===== config.mk =====
export PLATFORM = sky130hd
export DESIGN_NAME = ultrasonic_echo_ranger
export DESIGN_NICKNAME = d
export VERILOG_FILES = /design/src/design/uer_pkg.sv /design/src/design/uer_scale.sv /design/src/design/uer_ctrl.sv /design/src/design/ultrasonic_echo_ranger.sv
export SDC_FILE = /design/constraint.sdc
export NUM_CORES = 1
export LEC_CHECK = 0
export BUFFER_PORTS_ARGS = -buffer_cell sky130_fd_sc_hd__buf_2
export CORE_MARGIN = 2
export CORE_UTILIZATION = 59
export CTS_CLUSTER_DIAMETER = 150
export DETAILED_ROUTE_END_ITERATION = 12
export MAX_ROUTING_LAYER = met4
export PLACE_DENSITY = 0.89
export SETUP_SLACK_MARGIN = 0.5
export SLEW_MARGIN = 25
export SYNTH_ARGS = -nofsm -noshare
export SYNTH_HDL_FRONTEND = slang
export SYNTH_HIERARCHICAL = 1
export SYNTH_SLANG_ARGS = --single-unit
export TNS_END_PERCENT = 10

===== constraint.sdc =====
create_clock -name clk -period 7.6 [get_ports clk]
set_clock_uncertainty 0.05 [all_clocks]
set_input_delay 1.52 -clock clk [delete_from_list [all_inputs] [get_ports clk]]
set_output_delay 1.52 -clock clk [all_outputs]
set_load 0.01 [all_outputs]

===== src/design/uer_pkg.sv =====
// ----------------------------------------------------------------------------
// uer_pkg
// Shared types and constants for the ultrasonic echo ranger.
// ----------------------------------------------------------------------------
package uer_pkg;

	localparam int PERIOD_W  = 24;
	localparam int TWIDTH_W  = 8;
	localparam int TIMEOUT_W = 16;
	localparam int SCALE_W   = 16;
	localparam int ECHO_CNT_W = 17;
	localparam int DIST_W    = 8;
	localparam int STATUS_W  = 2;
	localparam int CFG_IDX_W = 8;
	localparam int CFG_DATA_W = 24;

	localparam int SCALE_FRAC_BITS_DEF = 16;

	localparam logic [PERIOD_W-1:0]   PING_PERIOD_RST  = 24'd200000;
	localparam logic [TWIDTH_W-1:0]   TRIG_WIDTH_RST   = 8'd10;
	localparam logic [TIMEOUT_W-1:0]  ECHO_TIMEOUT_RST = 16'd38000;
	localparam logic [SCALE_W-1:0]    CM_SCALE_RST     = 16'd1124;

	localparam logic [ECHO_CNT_W-1:0] ECHO_CNT_MAX = {ECHO_CNT_W{1'b1}};
	localparam logic [PERIOD_W-1:0]   PERIOD_MAX   = {PERIOD_W{1'b1}};
	localparam logic [DIST_W-1:0]     DIST_MAX     = {DIST_W{1'b1}};

	// configuration register indexes
	localparam logic [CFG_IDX_W-1:0] REG_PING_PERIOD  = 8'd0;
	localparam logic [CFG_IDX_W-1:0] REG_TRIG_WIDTH   = 8'd1;
	localparam logic [CFG_IDX_W-1:0] REG_ECHO_TIMEOUT = 8'd2;
	localparam logic [CFG_IDX_W-1:0] REG_CM_SCALE     = 8'd3;

	typedef enum logic [STATUS_W-1:0] {
		STAT_NONE    = 2'd0,
		STAT_NEW     = 2'd1,
		STAT_TIMEOUT = 2'd2
	} status_t;

	typedef enum logic [2:0] {
		PH_IDLE   = 3'd0,
		PH_TRIG   = 3'd1,
		PH_WAIT   = 3'd2,
		PH_ECHO   = 3'd3,
		PH_DONE   = 3'd4,
		PH_NOECHO = 3'd5
	} phase_t;

	typedef struct packed {
		logic [PERIOD_W-1:0]  ping_period;
		logic [TWIDTH_W-1:0]  trig_width;
		logic [TIMEOUT_W-1:0] echo_timeout;
		logic [SCALE_W-1:0]   cm_scale;
	} cfg_t;

	typedef struct packed {
		logic               trig;
		logic [DIST_W-1:0]  distance;
		status_t            status;
	} res_t;

endpackage


===== src/design/uer_scale.sv =====
// ----------------------------------------------------------------------------
// uer_scale
// Echo width to centimetres: fixed-point multiply, truncate, saturate.
// ----------------------------------------------------------------------------
module uer_scale #(
	parameter int SCALE_FRAC_BITS = uer_pkg::SCALE_FRAC_BITS_DEF
) (
	input  logic [uer_pkg::ECHO_CNT_W-1:0] width,
	input  logic [uer_pkg::SCALE_W-1:0]    scale,
	output logic [uer_pkg::DIST_W-1:0]     cm
);
	import uer_pkg::*;

	localparam int PROD_W = ECHO_CNT_W + SCALE_W;

	logic [PROD_W-1:0] prod;
	logic [PROD_W-1:0] shifted;

	assign prod    = {{SCALE_W{1'b0}}, width} * {{ECHO_CNT_W{1'b0}}, scale};
	assign shifted = prod >> SCALE_FRAC_BITS;
	assign cm      = (|shifted[PROD_W-1:DIST_W]) ? DIST_MAX : shifted[DIST_W-1:0];

endmodule


===== src/design/uer_ctrl.sv =====
// ----------------------------------------------------------------------------
// uer_ctrl
// Ping timing, echo edge tracking and width counting, one tick per step.
// ----------------------------------------------------------------------------
module uer_ctrl #(
	parameter int SCALE_FRAC_BITS = uer_pkg::SCALE_FRAC_BITS_DEF
) (
	input  logic          clk,
	input  logic          arst_n,
	input  logic          step,
	input  logic          echo,
	input  uer_pkg::cfg_t cfg,
	output uer_pkg::res_t res
);
	import uer_pkg::*;

	phase_t                phase_q, phase_d;
	logic [PERIOD_W-1:0]   period_cnt_q, period_cnt_d;
	logic [TWIDTH_W-1:0]   trig_cnt_q, trig_cnt_d;
	logic [ECHO_CNT_W-1:0] echo_cnt_q, echo_cnt_d;
	logic                  echo_prev_q;
	logic [DIST_W-1:0]     dist_q, dist_d;

	logic [PERIOD_W:0]     pc_sum;
	logic [PERIOD_W-1:0]   pc;
	logic [PERIOD_W-1:0]   period;
	logic [TWIDTH_W-1:0]   twidth;
	logic                  ping_start;
	phase_t                phase_eff;
	logic [TWIDTH_W-1:0]   trig_cnt_eff;
	logic [TWIDTH_W-1:0]   trig_cnt_inc;
	logic [ECHO_CNT_W-1:0] echo_cnt_inc;
	logic                  rise;
	logic                  fall;
	logic                  timed_out;
	logic [DIST_W-1:0]     cm;

	// shared decode of this tick
	always_comb begin
		pc_sum       = {1'b0, period_cnt_q} + {{PERIOD_W{1'b0}}, 1'b1};
		pc           = pc_sum[PERIOD_W] ? PERIOD_MAX : pc_sum[PERIOD_W-1:0];
		period       = (cfg.ping_period == '0) ? {{(PERIOD_W-1){1'b0}}, 1'b1}
		                                       : cfg.ping_period;
		twidth       = (cfg.trig_width == '0) ? {{(TWIDTH_W-1){1'b0}}, 1'b1}
		                                      : cfg.trig_width;
		ping_start   = (pc >= period);
		phase_eff    = ping_start ? PH_TRIG : phase_q;
		trig_cnt_eff = ping_start ? '0 : trig_cnt_q;
		trig_cnt_inc = trig_cnt_eff + {{(TWIDTH_W-1){1'b0}}, 1'b1};
		echo_cnt_inc = (echo_cnt_q < ECHO_CNT_MAX)
		             ? echo_cnt_q + {{(ECHO_CNT_W-1){1'b0}}, 1'b1} : echo_cnt_q;
		rise         = echo && !echo_prev_q;
		fall         = !echo && echo_prev_q;
		timed_out    = echo_cnt_inc > {{(ECHO_CNT_W-TIMEOUT_W){1'b0}}, cfg.echo_timeout};
	end

	uer_scale #(
		.SCALE_FRAC_BITS(SCALE_FRAC_BITS)
	) u_scale (
		.width(echo_cnt_inc),
		.scale(cfg.cm_scale),
		.cm   (cm)
	);

	// next state
	always_comb begin
		phase_d      = phase_eff;
		period_cnt_d = ping_start ? '0 : pc;
		trig_cnt_d   = trig_cnt_eff;
		echo_cnt_d   = echo_cnt_q;
		dist_d       = dist_q;
		case (phase_eff)
			PH_TRIG: begin
				trig_cnt_d = trig_cnt_inc;
				if (trig_cnt_inc >= twidth) begin
					phase_d = PH_WAIT;
				end
			end
			PH_WAIT: begin
				if (rise) begin
					phase_d    = PH_ECHO;
					echo_cnt_d = '0;
				end
			end
			PH_ECHO: begin
				echo_cnt_d = echo_cnt_inc;
				if (fall) begin
					phase_d = PH_DONE;
					dist_d  = cm;
				end else if (timed_out) begin
					phase_d = PH_NOECHO;
					dist_d  = DIST_MAX;
				end
			end
			default: begin
			end
		endcase
	end

	// result of this tick
	always_comb begin
		res.trig     = 1'b0;
		res.distance = dist_d;
		res.status   = STAT_NONE;
		case (phase_eff)
			PH_TRIG: begin
				res.trig = 1'b1;
			end
			PH_ECHO: begin
				if (fall) begin
					res.status = STAT_NEW;
				end else if (timed_out) begin
					res.status = STAT_TIMEOUT;
				end
			end
			default: begin
			end
		endcase
	end

	always_ff @(posedge clk or negedge arst_n) begin
		if (!arst_n) begin
			phase_q      <= PH_IDLE;
			period_cnt_q <= '0;
			trig_cnt_q   <= '0;
			echo_cnt_q   <= '0;
			echo_prev_q  <= 1'b0;
			dist_q       <= '0;
		end else if (step) begin
			phase_q      <= phase_d;
			period_cnt_q <= period_cnt_d;
			trig_cnt_q   <= trig_cnt_d;
			echo_cnt_q   <= echo_cnt_d;
			echo_prev_q  <= echo;
			dist_q       <= dist_d;
		end
	end

`ifndef SYNTH
	a_status_from_echo: assert property (@(posedge clk) disable iff (!arst_n)
		step && res.status != STAT_NONE |-> phase_q == PH_ECHO && !ping_start)
		else $error("status reported outside echo measurement");

	a_new_to_done: assert property (@(posedge clk) disable iff (!arst_n)
		step && res.status == STAT_NEW |=> phase_q == PH_DONE)
		else $error("new distance did not end measurement");

	a_trig_phase: assert property (@(posedge clk) disable iff (!arst_n)
		step && res.trig |=> phase_q == PH_TRIG || phase_q == PH_WAIT)
		else $error("trigger tick left an unexpected phase");

	a_period_bound: assert property (@(posedge clk) disable iff (!arst_n)
		step |=> period_cnt_q < $past(period))
		else $error("period counter ran past the ping period");
`endif

endmodule


===== src/design/ultrasonic_echo_ranger.sv =====
// ----------------------------------------------------------------------------
// ultrasonic_echo_ranger
// Trigger and echo timing for an ultrasonic ranging sensor, one item per
// microsecond tick, with distance conversion and no-echo detection.
//
//   channel  direction  handshake                  payload
//   sample   in         sample_valid/sample_stall  echo_level
//   result   out        result_valid/result_stall  trigger_level, distance_cm, status
//   cfg      in         cfg_valid/cfg_ready        cfg_index, cfg_data
//
// one item per cycle sustained while the result is not stalled; each item passes
// the input register, then the result register after the timing logic and multiply
// reset returns configuration to defaults and the ranger to idle, no ping sent
// a stalled result holds the result register; the input register keeps taking
// items until it too is full, then sample_stall rises
// ----------------------------------------------------------------------------
module ultrasonic_echo_ranger #(
	parameter int SCALE_FRAC_BITS = uer_pkg::SCALE_FRAC_BITS_DEF
) (
	input  logic                           clk,
	input  logic                           arst_n,
	input  logic                           sample_valid,
	output logic                           sample_stall,
	input  logic                           echo_level,
	output logic                           result_valid,
	input  logic                           result_stall,
	output logic                           trigger_level,
	output logic [uer_pkg::DIST_W-1:0]     distance_cm,
	output logic [uer_pkg::STATUS_W-1:0]   status,
	input  logic                           cfg_valid,
	output logic                           cfg_ready,
	input  logic [uer_pkg::CFG_IDX_W-1:0]  cfg_index,
	input  logic [uer_pkg::CFG_DATA_W-1:0] cfg_data
);
	import uer_pkg::*;

	cfg_t              cfg_q;
	logic              valid_s1;
	logic              echo_s1;
	logic              advance;
	logic              step;
	res_t              res;
	logic              result_valid_q;
	logic              trigger_level_q;
	logic [DIST_W-1:0] distance_cm_q;
	status_t           status_q;

	assign cfg_ready    = 1'b1;
	assign advance      = !result_valid_q || !result_stall;
	assign step         = valid_s1 && advance;
	assign sample_stall = valid_s1 && !advance;

	always_ff @(posedge clk or negedge arst_n) begin
		if (!arst_n) begin
			cfg_q.ping_period  <= PING_PERIOD_RST;
			cfg_q.trig_width   <= TRIG_WIDTH_RST;
			cfg_q.echo_timeout <= ECHO_TIMEOUT_RST;
			cfg_q.cm_scale     <= CM_SCALE_RST;
		end else if (cfg_valid && cfg_ready) begin
			case (cfg_index)
				REG_PING_PERIOD:  cfg_q.ping_period  <= cfg_data[PERIOD_W-1:0];
				REG_TRIG_WIDTH:   cfg_q.trig_width   <= cfg_data[TWIDTH_W-1:0];
				REG_ECHO_TIMEOUT: cfg_q.echo_timeout <= cfg_data[TIMEOUT_W-1:0];
				REG_CM_SCALE:     cfg_q.cm_scale     <= cfg_data[SCALE_W-1:0];
				default: begin
				end
			endcase
		end
	end

	// input register
	always_ff @(posedge clk or negedge arst_n) begin
		if (!arst_n) begin
			valid_s1 <= 1'b0;
		end else if (!sample_stall) begin
			valid_s1 <= sample_valid;
		end
	end

	always_ff @(posedge clk) begin
		if (sample_valid && !sample_stall) begin
			echo_s1 <= echo_level;
		end
	end

	uer_ctrl #(
		.SCALE_FRAC_BITS(SCALE_FRAC_BITS)
	) u_ctrl (
		.clk   (clk),
		.arst_n(arst_n),
		.step  (step),
		.echo  (echo_s1),
		.cfg   (cfg_q),
		.res   (res)
	);

	// result register
	always_ff @(posedge clk or negedge arst_n) begin
		if (!arst_n) begin
			result_valid_q <= 1'b0;
		end else if (advance) begin
			result_valid_q <= valid_s1;
		end
	end

	always_ff @(posedge clk) begin
		if (step) begin
			trigger_level_q <= res.trig;
			distance_cm_q   <= res.distance;
			status_q        <= res.status;
		end
	end

	assign result_valid  = result_valid_q;
	assign trigger_level = trigger_level_q;
	assign distance_cm   = distance_cm_q;
	assign status        = status_q;

`ifndef SYNTH
	a_timeout_dist: assert property (@(posedge clk) disable iff (!arst_n)
		result_valid && status == STAT_TIMEOUT |-> distance_cm == DIST_MAX)
		else $error("timeout item without saturated distance");

	a_stall_full: assert property (@(posedge clk) disable iff (!arst_n)
		sample_stall |-> valid_s1 && result_valid_q && result_stall)
		else $error("input stalled with room downstream");

	a_status_code: assert property (@(posedge clk) disable iff (!arst_n)
		result_valid |->
			status == STAT_NONE || status == STAT_NEW || status == STAT_TIMEOUT)
		else $error("undefined status code");
`endif

endmodule


==> results.toml <==
[logic_synthesis]
ys_seq_elements = 139
netlist_instances = 1860
synthesis.area_um2 = 17200
ys_seq_area_share_pct = 20.7
synth_edf_count = 12
syn-num-nets = 2258
synth-async-reset-ratio_pct = 91.4
synthFlopType = "dfrtp_1"
ys.warnings.count = 6
yosysUniqueCellTypes = 83
synth.avg_cell_area_um2 = 9.26

[finish]
multiInputGateArea_um2 = 12600
num-nets-final = 2411
layout_commonest_cell = "inv_1"
seqCellArea_um2 = 3560
layout-drive-gt1-share_pct = 20.0
final_area_um2 = 20100
syn2layout_area_growth_pct = 16.9
final_cell_mix = "322 x inv_1, 213 x nand2_1, 199 x fa_1, 157 x and2_1, 144 x buf_4"
fillers = 1909

[die]
core_um2 = 28700
die_height_um = 175
dieArea_um2 = 30600
die_w_um = 175
initial_core_util_pct = 60.0
rows = 62
pin_count = 52

[clocking]
clk-insertion-delay-late_ps = 440
cts_max_path_buffers = 2
clock_sinks = 139
cts_hold_buf = 0
clkTransAtPathRegs_ps = 60
cts_htree_levels = 4
numCtsBuffers = 17
cts-root-buf = "clkbuf_16"
cts_tree = "built"

[worst_setup_path]
start_kind = "register"
cpPeakStageDelay_ps = 590
cp.required_ps = 7720
worstPathArrival_ps = 8080
end_kind = "register"
critPathSlowestCell = "fa_1"
worstSetupPathType = "register to register"
path_common_cell = "fa_1"
cp_max_fo = 8

[job]
cap_viol_max_count = 0

[placed_design]
place_hpwl_um = 34800
place_congestion = 0.979
port_buffers = 50
post_dp_cell_area_um2 = 19000

[grt]
grt_pass1_wl_um = 80000
grt_max_degree = 81
antenna_found_initial = 1
grtUsageMet1_pct = 40.3
grt.total_usage_pct = 34.2
busiest_layer = "met2"
grt_overflow = 0
grt_pass1_vias = 15994
grt_use_met2_pct = 56.8
met3_usage_pct = 5.66

[sta]
tightest_slew_ps = 1070
period_share_pct = 105
clock.fmax_mhz = 126
relSlewSlack_pct = 29.0
finalWorstSetupSlack_ps = -360
layout_min_cycle_time_ps = 7960
setup_viol = 16
slew_violations = 0
finalHoldViolations = 0
grt_setup_unrepaired = "true"

[drt]
ant_nets = 0
routedWlPerCell_um = 20.4
drc = 0
firstDrtPassIters = 8
wirelength_um = 49300
via_per_inst = 6.09
drt-initial-drc-count = 1365
num_vias = 14694

[status]
status = "finished, violations left"
violations = "negative setup slack"

[power_and_ir_drop]
pwr_density_cell_nw_per_um2 = 153
p_total_mw = 3.07
vdd_ir_drop_max_mv = 0.236
p_leak_nw = 10.0

[min_path]
worstHoldPathType = "register to register"
==> cell type report <==
class / instances / share of cell area, %
multi-input combinational: 1318 / 62.7
clock buffer: 21 / 2.39
clock inverter: 11 / 0.758
antenna: 2 / 0.0248
timing repair buffer: 210 / 7.95
tap: 384 / 2.39
sequential: 139 / 17.7
inverter: 327 / 6.11
==> metrics by stage <==
step	utilization (%)	std cells	setup WS [ps]	TNS, ps	hold WS [ps]
2_1_floorplan	-	1860	123	0	393
3_3_place_gp	66.0	2349	-49.4	-253	407
3_5_place_dp	66.0	2349	-364	-4680	426
4_1_cts	69.9	2409	-141	-1180	439
5_1_grt	70.2	2412	-576	-7840	461
6_report	70.2	2412	-360	-4420	437
==> cells in the mapped netlist, types with 9 or more instances <==
master	instances	area (um^2)
a21o_1	22	165
a21oi_1	81	405
a22o_1	11	96.3
a31oi_1	9	56.3
and2_1	159	995
and3_1	13	81.3
clkbuf_1	53	199
dfrtp_1	109	2730
dfstp_2	18	473
edfxtp_1	12	360
fa_1	207	4140
ha_1	153	1910
inv_1	327	1230
mux2_1	32	360
mux2_2	26	293
mux2_4	10	150
mux2i_1	10	100
nand2_1	220	826
nand3_1	41	205
nand4_1	31	194
nor2_1	45	169
nor3_1	15	75.1
nor4_1	14	87.6
o21ai_0	35	175
o31ai_1	9	67.6
xnor2_1	29	254
xor2_1	15	131
==> power by group <==
| group | total, mW | internal, mW | switching (mW) | leakage [nW] |
|---|---|---|---|---|
| logic | 1.21 | 0.485 | 0.724 | 7.93 |
| registers | 0.956 | 0.860 | 0.0967 | 1.76 |
| clock network | 0.908 | 0.557 | 0.351 | 0.302 |
| total | 3.07 | 1.90 | 1.17 | 10.0 |
==> routing by layer <==
metal / share of wire [%] / routed length, um / up-vias
met3: 7.7 / 3810 / 211
met5: 0 / 0 / -
li1: - / - / 6337
met4: 5.2 / 2550 / 0
met1: 37 / 18400 / 7344
met2: 50 / 24500 / 802
==> critical path: cells and delay by family, from the launching register on <==
family	cells	cell delay, ps
fa+ha+maj	7	3250
simple gates	12	1670
buf+inv	8	1080
compound gates	3	900
flops	1	390
mux	1	200
xor+xnor	1	140
==> state kept, by name, indices dropped and copies added (netlist names) <==
name / cells
distance_cm: 8
cfg_q: 64
trigger_level: 1
u_ctrl/echo_cnt_q: 17
echo_s1: 1
u_ctrl/phase_q: 3
valid_s1: 1
u_ctrl/dist_q: 8
result_valid: 1
u_ctrl/echo_prev_q: 1
status: 2
u_ctrl/trig_cnt_q: 8
u_ctrl/period_cnt_q: 24
==> worst paths after layout <==
check	startpoint	endpoint	slack (ps)	cells past startpoint
max in group asynchronous	arst_n	u_ctrl/echo_cnt_q[5]$_DFFE_PN0P_	5270	2
hold / removal	cfg_q[27]$_DFFE_PN0P_	cfg_q[27]$_DFFE_PN0P_	440	1
setup reg to reg	u_ctrl/echo_cnt_q[4]$_DFFE_PN0P_	distance_cm[7]$_DFFE_PP_	-360	32
setup / recovery	u_ctrl/echo_cnt_q[4]$_DFFE_PN0P_	distance_cm[7]$_DFFE_PP_	-360	32
hold reg to reg	cfg_q[27]$_DFFE_PN0P_	cfg_q[27]$_DFFE_PN0P_	440	1
min in group asynchronous	arst_n	u_ctrl/period_cnt_q[17]$_DFFE_PN0P_	1050	1
==> cell families (layout without fill, tap and decap cells) <==
kind of cell    Yosys count  in the layout  share of synthesized area [%]
xor+xnor                 45             45                           2.33
compound gates          245            245                           9.43
fa+ha+maj               360            360                           35.2
simple gates            589            589                           17.8
flops                   139            139                           20.7
mux                      78             78                           5.24
buf+inv                 403            569                           9.28
other cells               1              3                         0.0218
==> timing repair <==
item / 4_1_cts / 5_1_grt
setup buffers: 28 / 1
setup endpoints to repair: 16 / 16
gates resized for setup: 45 / 11
pin swaps: 47 / 13
No activity file was read; power rests on OpenSTA's default activity.
